## src/hdl/cts_pkg.sv

```systemverilog
// Types, token codes and character tables for the C token scanner.
// Used by every module of the scanner; depends on nothing.
`default_nettype none
package cts_pkg;

  localparam int unsigned KW_BYTES   = 8;
  localparam int unsigned KW_COUNT   = 32;
  localparam int unsigned QUEUE_DEPTH = 4;

  localparam logic [6:0] CODE_NONE  = 7'd0;
  localparam logic [6:0] CODE_DEC   = 7'd82;
  localparam logic [6:0] CODE_OCT   = 7'd83;
  localparam logic [6:0] CODE_HEX   = 7'd84;
  localparam logic [6:0] CODE_IDENT = 7'd85;
  localparam logic [6:0] CODE_SHL   = 7'd69;
  localparam logic [6:0] CODE_SHLEQ = 7'd70;
  localparam logic [6:0] CODE_SHR   = 7'd76;
  localparam logic [6:0] CODE_SHREQ = 7'd77;

  localparam logic [1:0] ERR_NONE  = 2'd0;
  localparam logic [1:0] ERR_UNDEF = 2'd1;
  localparam logic [1:0] ERR_DOTS  = 2'd2;

  typedef enum logic [2:0] {
    M_IDLE, M_IDENT, M_OCT, M_HEX, M_DEC, M_OP, M_SHIFT, M_ESC
  } mode_t;

  typedef struct packed {
    logic [7:0] text_byte;
    logic       end_of_text;
  } in_item_t;

  typedef struct packed {
    logic [6:0]  token_code;
    logic [1:0]  error_kind;
    logic [31:0] token_start;
    logic [15:0] token_length;
    logic [15:0] line_number;
    logic        last_of_run;
  } out_item_t;

  typedef struct packed {
    out_item_t                 tok;
    logic                      is_word;
    logic [8*KW_BYTES-1:0]     word;
  } rec_t;

  typedef struct packed {
    logic [1:0] n;
    rec_t       s0;
    rec_t       s1;
  } push_t;

  function automatic logic is_alpha(input logic [7:0] b);
    return (b >= "a" && b <= "z") || (b >= "A" && b <= "Z") || b == "_";
  endfunction

  function automatic logic is_digit(input logic [7:0] b);
    return b >= "0" && b <= "9";
  endfunction

  function automatic logic [6:0] single_code(input logic [7:0] b);
    unique case (b)
      "-": return 7'd33;  "!": return 7'd37;  "%": return 7'd39;
      "&": return 7'd41;  "(": return 7'd44;  ")": return 7'd45;
      "*": return 7'd46;  ",": return 7'd48;  "/": return 7'd50;
      ":": return 7'd52;  ";": return 7'd53;  "?": return 7'd54;
      "[": return 7'd55;  "]": return 7'd56;  "^": return 7'd57;
      "{": return 7'd59;  "|": return 7'd60;  "}": return 7'd63;
      "~": return 7'd64;  "+": return 7'd65;  "<": return 7'd68;
      "=": return 7'd72;  ">": return 7'd74;  8'h22: return 7'd78;
      8'h27: return 7'd79; "#": return 7'd80;
      default: return CODE_NONE;
    endcase
  endfunction

  function automatic logic can_extend(input logic [7:0] b);
    return b == "-" || b == "!" || b == "%" || b == "*" || b == "^" ||
           b == "=" || b == "/" || b == "&" || b == "|" || b == "+" ||
           b == "<" || b == ">";
  endfunction

  function automatic logic [6:0] pair_code(input logic [7:0] f, input logic [7:0] s);
    logic [6:0] c;
    c = CODE_NONE;
    if (s == "=") begin
      unique case (f)
        "-": c = 7'd35;  "!": c = 7'd38;  "%": c = 7'd40;
        "&": c = 7'd43;  "*": c = 7'd47;  "/": c = 7'd51;
        "^": c = 7'd58;  "|": c = 7'd62;  "+": c = 7'd67;
        "<": c = 7'd71;  "=": c = 7'd73;  ">": c = 7'd75;
        default: c = CODE_NONE;
      endcase
    end else if (f == "-" && s == "-") c = 7'd34;
    else if (f == "-" && s == ">") c = 7'd36;
    else if (f == "&" && s == "&") c = 7'd42;
    else if (f == "|" && s == "|") c = 7'd61;
    else if (f == "+" && s == "+") c = 7'd66;
    return c;
  endfunction

  function automatic logic [3:0] kw_len(input int unsigned k);
    unique case (k)
      0, 2, 3, 9, 10, 14, 17, 29: return 4'd4;
      13, 16: return 4'd3;
      7, 15: return 4'd2;
      1, 4, 12, 20, 27, 31: return 4'd5;
      8, 11, 19, 21, 22, 23, 24, 25: return 4'd6;
      6, 26: return 4'd7;
      default: return 4'd8;
    endcase
  endfunction

  function automatic logic [63:0] kw_raw(input int unsigned k);
    unique case (k)
      0:  return 64'("auto");     1:  return 64'("break");
      2:  return 64'("case");     3:  return 64'("char");
      4:  return 64'("const");    5:  return 64'("continue");
      6:  return 64'("default");  7:  return 64'("do");
      8:  return 64'("double");   9:  return 64'("else");
      10: return 64'("enum");     11: return 64'("extern");
      12: return 64'("float");    13: return 64'("for");
      14: return 64'("goto");     15: return 64'("if");
      16: return 64'("int");      17: return 64'("long");
      18: return 64'("register"); 19: return 64'("return");
      20: return 64'("short");    21: return 64'("signed");
      22: return 64'("sizeof");   23: return 64'("static");
      24: return 64'("struct");   25: return 64'("switch");
      26: return 64'("typedef");  27: return 64'("union");
      28: return 64'("unsigned"); 29: return 64'("void");
      30: return 64'("volatile"); default: return 64'("while");
    endcase
  endfunction

  // word buffer holds byte 0 in the top byte
  function automatic logic [63:0] kw_aligned(input int unsigned k);
    return kw_raw(k) << (8 * (KW_BYTES - kw_len(k)));
  endfunction

  function automatic logic [63:0] kw_mask(input int unsigned k);
    return ~(64'hFFFF_FFFF_FFFF_FFFF >> (8 * kw_len(k)));
  endfunction

  function automatic rec_t flush_rec(input mode_t m, input logic [7:0] pend,
                                     input logic [1:0] dots, input logic [31:0] start,
                                     input logic [15:0] len, input logic [63:0] word,
                                     input logic [15:0] line);
    rec_t r;
    r = '0;
    r.tok.token_start  = start;
    r.tok.token_length = len;
    r.tok.line_number  = line;
    r.word             = word;
    r.tok.error_kind   = ERR_NONE;
    unique case (m)
      M_IDENT: begin
        r.is_word        = 1'b1;
        r.tok.token_code = CODE_IDENT;
      end
      M_OCT:   r.tok.token_code = CODE_OCT;
      M_HEX:   r.tok.token_code = CODE_HEX;
      M_DEC:   r.tok.token_code = CODE_DEC;
      M_OP:    r.tok.token_code = single_code(pend);
      M_SHIFT: r.tok.token_code = (pend == "<") ? CODE_SHL : CODE_SHR;
      default: r.tok.token_code = CODE_NONE;
    endcase
    if ((m == M_OCT || m == M_HEX || m == M_DEC) && dots == 2'd2) begin
      r.tok.token_code = CODE_NONE;
      r.tok.error_kind = ERR_DOTS;
    end
    return r;
  endfunction

endpackage
`default_nettype wire

```

## src/hdl/cts_front.sv

```systemverilog
// Front end: scans one byte per transfer and pushes finished token records.
// Depends on cts_pkg.
`default_nettype none
module cts_front (
  input  wire logic            clk,
  input  wire logic            rst_n,
  input  wire logic            in_valid,
  output logic                 in_ready,
  input  wire cts_pkg::in_item_t in_data,
  input  wire logic            q_room,
  output cts_pkg::push_t       push
);

  cts_pkg::mode_t mode_r, mode_nxt;
  logic [63:0] word_r, word_nxt;
  logic [7:0]  pend_r, pend_nxt;
  logic [1:0]  dots_r, dots_nxt;
  logic [31:0] start_r, start_nxt;
  logic [15:0] len_r, len_nxt;
  logic [15:0] line_r, line_nxt;
  logic [31:0] off_r;

  logic [7:0] b;
  logic       take, brk, do_begin, imm_v, fin_v;
  cts_pkg::rec_t rec_a, rec_b, rec_c;
  logic [6:0] pc, sc;

  assign in_ready = q_room;
  assign take     = in_valid && q_room;
  assign b        = in_data.text_byte;

  always_comb begin
    mode_nxt  = mode_r;
    word_nxt  = word_r;
    pend_nxt  = pend_r;
    dots_nxt  = dots_r;
    start_nxt = start_r;
    len_nxt   = len_r;
    line_nxt  = line_r;
    brk       = 1'b0;
    imm_v     = 1'b0;
    rec_b     = '0;
    rec_b.tok.line_number = line_r;
    pc = cts_pkg::pair_code(pend_r, b);
    sc = cts_pkg::single_code(b);
    unique case (mode_r)
      cts_pkg::M_IDENT: begin
        if (cts_pkg::is_alpha(b) || cts_pkg::is_digit(b)) begin
          if (len_r < 16'(cts_pkg::KW_BYTES)) word_nxt[63 - 8*len_r[2:0] -: 8] = b;
          if (len_r != 16'hFFFF) len_nxt = len_r + 16'd1;
        end else brk = 1'b1;
      end
      cts_pkg::M_OCT, cts_pkg::M_HEX, cts_pkg::M_DEC: begin
        if (mode_r == cts_pkg::M_OCT && len_r == 16'd1 && dots_r == 2'd0 &&
            (b == "x" || b == "X")) begin
          mode_nxt = cts_pkg::M_HEX;
          len_nxt  = 16'd2;
        end else if ((mode_r == cts_pkg::M_OCT && ((b >= "0" && b <= "7") || b == ".")) ||
                     (mode_r == cts_pkg::M_HEX && (cts_pkg::is_digit(b) ||
                       (b >= "A" && b <= "F") || b == ".")) ||
                     (mode_r == cts_pkg::M_DEC && (cts_pkg::is_digit(b) || b == "."))) begin
          if (len_r != 16'hFFFF) len_nxt = len_r + 16'd1;
          if (b == "." && dots_r != 2'd2) dots_nxt = dots_r + 2'd1;
        end else brk = 1'b1;
      end
      cts_pkg::M_OP: begin
        if ((pend_r == "<" || pend_r == ">") && b == pend_r) begin
          mode_nxt = cts_pkg::M_SHIFT;
          len_nxt  = 16'd2;
        end else if (pc != cts_pkg::CODE_NONE) begin
          imm_v = 1'b1;
          rec_b.tok.token_code   = pc;
          rec_b.tok.token_start  = start_r;
          rec_b.tok.token_length = 16'd2;
          mode_nxt = cts_pkg::M_IDLE;
        end else brk = 1'b1;
      end
      cts_pkg::M_SHIFT: begin
        if (b == "=") begin
          imm_v = 1'b1;
          rec_b.tok.token_code   = (pend_r == "<") ? cts_pkg::CODE_SHLEQ : cts_pkg::CODE_SHREQ;
          rec_b.tok.token_start  = start_r;
          rec_b.tok.token_length = 16'd3;
          mode_nxt = cts_pkg::M_IDLE;
        end else brk = 1'b1;
      end
      cts_pkg::M_ESC: begin
        imm_v = 1'b1;
        rec_b.tok.token_code   = cts_pkg::CODE_NONE;
        rec_b.tok.token_start  = start_r;
        rec_b.tok.token_length = 16'd2;
        mode_nxt = cts_pkg::M_IDLE;
      end
      default: ;
    endcase

    do_begin = brk || mode_r == cts_pkg::M_IDLE;
    if (do_begin) begin
      mode_nxt  = cts_pkg::M_IDLE;
      if (cts_pkg::is_alpha(b) || cts_pkg::is_digit(b) || b == "." || b == 8'h5C ||
          cts_pkg::can_extend(b)) begin
        start_nxt = off_r;
        len_nxt   = 16'd1;
        dots_nxt  = 2'd0;
      end
      if (cts_pkg::is_alpha(b)) begin
        mode_nxt = cts_pkg::M_IDENT;
        word_nxt[63 -: 8] = b;
      end else if (b == "0") begin
        mode_nxt = cts_pkg::M_OCT;
      end else if (cts_pkg::is_digit(b) || b == ".") begin
        mode_nxt = cts_pkg::M_DEC;
        if (b == ".") dots_nxt = 2'd1;
      end else if (b == " " || b == 8'h09 || b == 8'h0D) begin
      end else if (b == 8'h0A) begin
        if (line_r != 16'hFFFF) line_nxt = line_r + 16'd1;
      end else if (b == 8'h5C) begin
        mode_nxt = cts_pkg::M_ESC;
      end else if (cts_pkg::can_extend(b)) begin
        mode_nxt = cts_pkg::M_OP;
        pend_nxt = b;
      end else begin
        imm_v = 1'b1;
        rec_b.tok.token_code   = sc;
        rec_b.tok.error_kind   = (sc != cts_pkg::CODE_NONE) ? cts_pkg::ERR_NONE
                                                            : cts_pkg::ERR_UNDEF;
        rec_b.tok.token_start  = off_r;
        rec_b.tok.token_length = 16'd1;
      end
    end

    fin_v = in_data.end_of_text && mode_nxt != cts_pkg::M_IDLE;
    rec_a = cts_pkg::flush_rec(mode_r, pend_r, dots_r, start_r, len_r, word_r, line_r);
    rec_c = cts_pkg::flush_rec(mode_nxt, pend_nxt, dots_nxt, start_nxt, len_nxt,
                               word_nxt, line_r);

    push = '0;
    if (take) begin
      push.n  = 2'(brk) + 2'(imm_v) + 2'(fin_v);
      push.s0 = brk ? rec_a : (imm_v ? rec_b : rec_c);
      push.s1 = imm_v ? rec_b : rec_c;
      if (push.n == 2'd1) push.s0.tok.last_of_run = 1'b1;
      else push.s1.tok.last_of_run = 1'b1;
    end
  end

  always_ff @(posedge clk) begin
    if (!rst_n) begin
      mode_r <= cts_pkg::M_IDLE;
      line_r <= 16'd1;
      off_r  <= '0;
    end else if (take) begin
      mode_r <= fin_v ? cts_pkg::M_IDLE : mode_nxt;
      line_r <= line_nxt;
      off_r  <= off_r + 32'd1;
    end
  end

  always_ff @(posedge clk) begin
    if (!rst_n) begin
      word_r  <= '0;
      pend_r  <= '0;
      dots_r  <= '0;
      start_r <= '0;
      len_r   <= '0;
    end else if (take) begin
      word_r  <= word_nxt;
      pend_r  <= pend_nxt;
      dots_r  <= dots_nxt;
      start_r <= start_nxt;
      len_r   <= len_nxt;
    end
  end

endmodule
`default_nettype wire

```

## src/hdl/cts_queue.sv

```systemverilog
// Token record queue: up to two pushes and one pop per cycle.
// Depends on cts_pkg.
`default_nettype none
module cts_queue (
  input  wire logic          clk,
  input  wire logic          rst_n,
  input  wire cts_pkg::push_t push,
  output logic               room,
  input  wire logic          pop,
  output logic               not_empty,
  output cts_pkg::rec_t      head
);

  localparam int unsigned AW = $clog2(cts_pkg::QUEUE_DEPTH);

  cts_pkg::rec_t  q_r [cts_pkg::QUEUE_DEPTH];
  logic [AW-1:0]  wp_r, rp_r;
  logic [AW:0]    cnt_r;
  logic           do_pop;

  assign room      = cnt_r <= (AW+1)'(cts_pkg::QUEUE_DEPTH - 2);
  assign not_empty = cnt_r != '0;
  assign head      = q_r[rp_r];
  assign do_pop    = pop && not_empty;

  always_ff @(posedge clk) begin
    if (!rst_n) begin
      wp_r  <= '0;
      rp_r  <= '0;
      cnt_r <= '0;
    end else begin
      wp_r  <= wp_r + AW'(push.n);
      rp_r  <= rp_r + AW'(do_pop);
      cnt_r <= cnt_r + (AW+1)'(push.n) - (AW+1)'(do_pop);
    end
  end

  always_ff @(posedge clk) begin
    if (push.n != 2'd0) q_r[wp_r] <= push.s0;
    if (push.n == 2'd2) q_r[wp_r + AW'(1)] <= push.s1;
  end

endmodule
`default_nettype wire

```

## src/hdl/cts_back.sv

```systemverilog
// Back end: resolves keywords on the queue head and holds the output register.
// Depends on cts_pkg.
`default_nettype none
module cts_back (
  input  wire logic              clk,
  input  wire logic              rst_n,
  input  wire logic              not_empty,
  input  wire cts_pkg::rec_t     head,
  output logic                   pop,
  output logic                   out_valid,
  input  wire logic              out_ready,
  output cts_pkg::out_item_t     out_data
);

  logic                 out_valid_r;
  cts_pkg::out_item_t   out_r, tok;

  assign pop       = not_empty && (!out_valid_r || out_ready);
  assign out_valid = out_valid_r;
  assign out_data  = out_r;

  always_comb begin
    tok = head.tok;
    if (head.is_word) begin
      tok.token_code = cts_pkg::CODE_IDENT;
      for (int k = cts_pkg::KW_COUNT - 1; k >= 0; k--) begin
        if (head.tok.token_length == 16'(cts_pkg::kw_len(k)) &&
            ((head.word ^ cts_pkg::kw_aligned(k)) & cts_pkg::kw_mask(k)) == '0)
          tok.token_code = 7'(k + 1);
      end
    end
  end

  always_ff @(posedge clk) begin
    if (!rst_n) out_valid_r <= 1'b0;
    else if (pop) out_valid_r <= 1'b1;
    else if (out_ready) out_valid_r <= 1'b0;
  end

  always_ff @(posedge clk) begin
    if (pop) out_r <= tok;
  end

endmodule
`default_nettype wire

```

## src/hdl/c_token_scanner.sv

```systemverilog
// Top level of the C token scanner: front scanner, record queue, back end.
// Depends on cts_pkg, cts_front, cts_queue, cts_back.
// Takes one byte of C source per transfer, back to back while the queue has
// room, and gives up to two tokens per byte; tokens leave at one per cycle while
// the receiver is ready; the 4-entry queue absorbs bytes that yield two tokens.
// A token passes through the queue and the output register after the byte that
// completes it is taken. The input stalls when under two queue entries are free.
`default_nettype none
module c_token_scanner (
  input  wire logic               clk,
  input  wire logic               rst_n,
  input  wire logic               in_valid,
  output logic                    in_ready,
  input  wire cts_pkg::in_item_t  in_data,
  output logic                    out_valid,
  input  wire logic               out_ready,
  output cts_pkg::out_item_t      out_data
);

  cts_pkg::push_t push;
  cts_pkg::rec_t  head;
  logic           room, not_empty, pop;

  cts_front u_front (
    .clk, .rst_n, .in_valid, .in_ready, .in_data, .q_room(room), .push
  );

  cts_queue u_queue (
    .clk, .rst_n, .push, .room, .pop, .not_empty, .head
  );

  cts_back u_back (
    .clk, .rst_n, .not_empty, .head, .pop, .out_valid, .out_ready, .out_data
  );

endmodule
`default_nettype wire

```

## config.mk

```make
export PLATFORM = sky130hd
export DESIGN_NAME = c_token_scanner
export DESIGN_NICKNAME = d
export VERILOG_FILES = /design/src/hdl/cts_pkg.sv /design/src/hdl/cts_front.sv /design/src/hdl/cts_queue.sv /design/src/hdl/cts_back.sv /design/src/hdl/c_token_scanner.sv
export SDC_FILE = /design/constraint.sdc
export NUM_CORES = 2
export LEC_CHECK = 0
export BUFFER_PORTS_ARGS = -buffer_cell sky130_fd_sc_hd__buf_2
export CAP_MARGIN = 20
export CORE_ASPECT_RATIO = 0.5
export CORE_UTILIZATION = 31
export CTS_CLUSTER_DIAMETER = 100
export CTS_CLUSTER_SIZE = 25
export DETAILED_ROUTE_END_ITERATION = 16
export PLACE_DENSITY = 0.52
export SYNTH_ARGS = -nofsm -noshare
export SYNTH_HDL_FRONTEND = slang
export SYNTH_SLANG_ARGS = --single-unit
export TNS_END_PERCENT = 1
```

## constraint.sdc

```tcl
create_clock -name clk -period 19.45 [get_ports clk]
set_input_delay 0.9725 -clock clk [delete_from_list [all_inputs] [get_ports clk]]
set_output_delay 0.9725 -clock clk [all_outputs]
set_load 0.01 [all_outputs]
```

==> summary.txt <==
slowest library cell on the worst path = sky130_fd_sc_hd__o31ai_2
setup total negative slack = 0 ns
clock-pin slew on the worst setup and hold paths = 0.10 ns
flop-to-flop setup slack = 12.14 ns
number of antenna violations at the first check in global routing = 5
CP cell instances = buf_2 -> buf_4 -> inv_1 -> ha_1 -> or4b_1 -> o2111ai_1 -> o2bb2ai_1 -> o31ai_2 -> a211o_1 -> nand2_1 -> o31ai_2 -> o21a_1 -> fa_1 -> or4_1 -> nand2_2 -> buf_4 -> nor2_4 -> o22a_1
number of buffers on the longest clock path = 3
# clock sinks = 818
GRT Overall Usage = 0.1927
critical setup path kind = primary input to flop
number of remaining DRC errors = 0
launch instance of the worst register-to-register path = u_front.len_r[1]
EDFF count, synth = 630
total via count after detailed routing = 32050
antenna-violating nets left = 0
number of antenna cells inserted = 0
core footprint = 0.1348 mm^2
relative slew slack = 0.1837
CTS-repair resized insts = 0
FF-to-FF path depth = 16
worst min path class = flop to flop
register bit total from synthesis = 818
Synth async-reset ratio = 0
Area Overhead vs Synth = 7.768%
post-layout min period = 7.810 ns
cell type group with the largest total delay on the critical path = compound AO/OA/AOI/OAI gates
total nets after synthesis = 3984
register area share after synthesis = 0.5363
CTS tree = built
fill cell instance count of the final layout = 13510
delay of the slowest cell on the worst path = 0.80 ns
hold buffer count at CTS = 0
final net count = 3885
number of port buffers = 88
Post-CTS Setup Bufs = 0
Avg Vias per Cell = 5.660
vias in the first global route = 30910
first drt pass iteration count = 6
Mapped Area = 0.04230 mm^2
Worst Max-Slew Pin Slew = 1.212 ns
initial DRC count = 3322
total wire length after detailed routing = 136900 um
final weighted congestion of routability-driven global placement = 0.9420
Overflow after GRT = 0
CTS H-tree depth = 2
Ports = 89
number of placement rows = 95
Critical Path Source = in_data[2]
count of cell types in the netlist = 114
Fmax = 128.0 MHz
skew final = 0.03082 ns
Die ar. = 0.1380 mm^2
highest-count cells in the layout ignoring fill and taps = 644 x sky130_fd_sc_hd__nand2_1, 630 x sky130_fd_sc_hd__edfxtp_1, 385 x sky130_fd_sc_hd__a21oi_1
result of the run = finished, final reports clean
maximum vdd drop = 0.00007068 V
Worst setup EP type = flop
fraction of final layout cells with drive strength greater than 1 = 0.1140
Critical Path End = u_queue.q_r[1][88]
main flop type after synthesis = sky130_fd_sc_hd__edfxtp_1
CTS buffer count = 39
final number of setup-violating endpoints = 0
Initial Utilization = 0.3138
Mapped Cells = 3938
setup repair after global routing missed its margin = no
count of maximum capacitance violations = 0
root buffer cell = sky130_fd_sc_hd__clkbuf_16
final hold violation count = 0
number of warnings issued by yosys = 0
worst path required time = 19.82 ns
Worst Path Buf+Inv = 4
largest fanout on the critical path = 42
Data arrival, critical path = 8.18 ns
fin. max-slew vios = 0
Die Height = 263.2 um
Final HPWL DP = 86110 um
post-layout worst setup margin = 11.64 ns
P per Cell Area = 100.3 mW/mm^2
Startpoint Class = primary input
Period Utilization, post-route = 0.4016
clock latency on the worst-skew pair = 0.64 ns
maximum number of pins on one net before global-route repair = 126
leading cell type in the layout, fill and taps excluded = sky130_fd_sc_hd__nand2_1
capturing point of the worst reg2reg path = u_queue.q_r[1][88]
reported leakage power = 13.66 nW
average cell area after synthesis = 10.74 um^2
number of cells on the critical path = 18
first-pass GRT wire length = 202800 um
minimum setup slack after placement = 11.15 ns
Die Span X = 524.4 um
Routed wire per std cell = 24.17 um
## power breakdown
group	internal (mW)	total, mW	switching [mW]	leakage, nW
clock network	0.406	0.984	0.579	0.564
logic	0.414	1.31	0.893	6.22
registers	2.18	2.28	0.100	6.88
## worst register-to-register path, stage by stage (launching register included)
cell	delay, ns
sky130_fd_sc_hd__dfxtp_1	0.32
sky130_fd_sc_hd__buf_4	0.23
sky130_fd_sc_hd__clkinv_1	0.43
sky130_fd_sc_hd__ha_1	0.53
sky130_fd_sc_hd__nand3_1	0.23
sky130_fd_sc_hd__o41ai_4	0.12
sky130_fd_sc_hd__o31ai_2	0.72
sky130_fd_sc_hd__a211o_1	0.47
sky130_fd_sc_hd__nand2_1	0.16
sky130_fd_sc_hd__o31ai_2	0.80
sky130_fd_sc_hd__o21a_1	0.31
sky130_fd_sc_hd__fa_1	0.55
sky130_fd_sc_hd__or4_1	0.61
sky130_fd_sc_hd__nand2_2	0.25
sky130_fd_sc_hd__buf_4	0.64
sky130_fd_sc_hd__nor2_4	0.40
sky130_fd_sc_hd__o22a_1	0.29
## worst min path at each step
stage | startpoint | cells past startpoint | endpoint | slack (ns)
floorplan | u_front.word_r[31] | 1 | u_front.word_r[31] | 0.45
global placement | u_front.word_r[39] | 1 | u_front.word_r[39] | 0.47
detailed placement | u_front.word_r[39] | 1 | u_front.word_r[39] | 0.47
CTS | u_front.line_r[11] | 2 | u_front.line_r[11] | 0.49
global route | u_front.word_r[7] | 1 | u_front.word_r[7] | 0.51
finish | u_front.word_r[31] | 1 | u_front.word_r[31] | 0.49
## cells in the mapped netlist (all sizes together), types with 38 or more instances
master,number,share of area
inv,68,0.0060
mux4,125,0.067
nand4,48,0.0074
dfxtp,188,0.089
xnor2,38,0.0079
nand3,159,0.019
a21oi,392,0.046
and2,67,0.0099
nand2,655,0.058
nor2b,83,0.012
and3,76,0.011
nor2,209,0.019
edfxtp,630,0.45
o21ai,90,0.011
mux2i,49,0.012
buf,76,0.010
clkbuf,214,0.019
o22a,114,0.024
nor3,51,0.0069
a22oi,42,0.0077
a21boi,71,0.013
## sequential cells by signal (all words and copies together), names as in the netlist, named ones only
register / cells
u_queue.rp_r: 2
u_back.out_data: 74
u_front.len_r: 16
u_queue.cnt_r: 3
u_queue.q_r: 556
u_back.out_valid: 1
u_front.dots_r: 2
u_front.word_r: 64
u_front.start_r: 32
u_front.line_r: 16
u_front.mode_r: 3
u_front.off_r: 32
u_front.pend_r: 8
u_queue.wp_r: 2
## logic make-up (layout without fill, tap and decap cells)
family,Yosys count,count (layout),synth area share
xor+xnor,51,51,0.01056
compound gates,924,924,0.1434
buf+inv,360,290,0.03553
fa+ha+maj,33,33,0.01012
flops,818,818,0.5363
mux,183,183,0.08073
simple gates,1569,1569,0.1834
## per-stage QoR
| step | instances | hold WS (ns) | power, mW | utilization | instance area (um^2) |
|---|---|---|---|---|---|
| floorplan | 3938 | 0.4524 | 3.127 | - | 42300 |
| global route | 5662 | 0.5052 | 4.761 | 0.3382 | 45580 |
| CTS | 5661 | 0.4891 | 4.619 | 0.3381 | 45570 |
| finish | 5662 | 0.4878 | 4.572 | 0.3382 | 45580 |
| detailed placement | 5591 | 0.4719 | 3.642 | 0.3293 | 44390 |
| global placement | 5591 | 0.4678 | 3.630 | 0.3293 | 44390 |
## layer usage
metal  part of all wire  up-vias  track usage
met4              0.023        0      0.04903
met5                  0        -            0
met2               0.46     1273       0.3099
met1               0.45    16140       0.2751
met3              0.065      187      0.02164
li1                   -    14450            -
## area by class of cell
type	instances	area, um^2	area share
inverter	70	262.8	0.005764
clock inverter	4	58.81	0.001290
tap	1794	2245	0.04925
clock buffer	66	1120	0.02457
multi-input combinational	2760	18280	0.4011
timing repair buffer	150	924.6	0.02029
sequential	818	22690	0.4978
(Power assumes the default switching activity.)
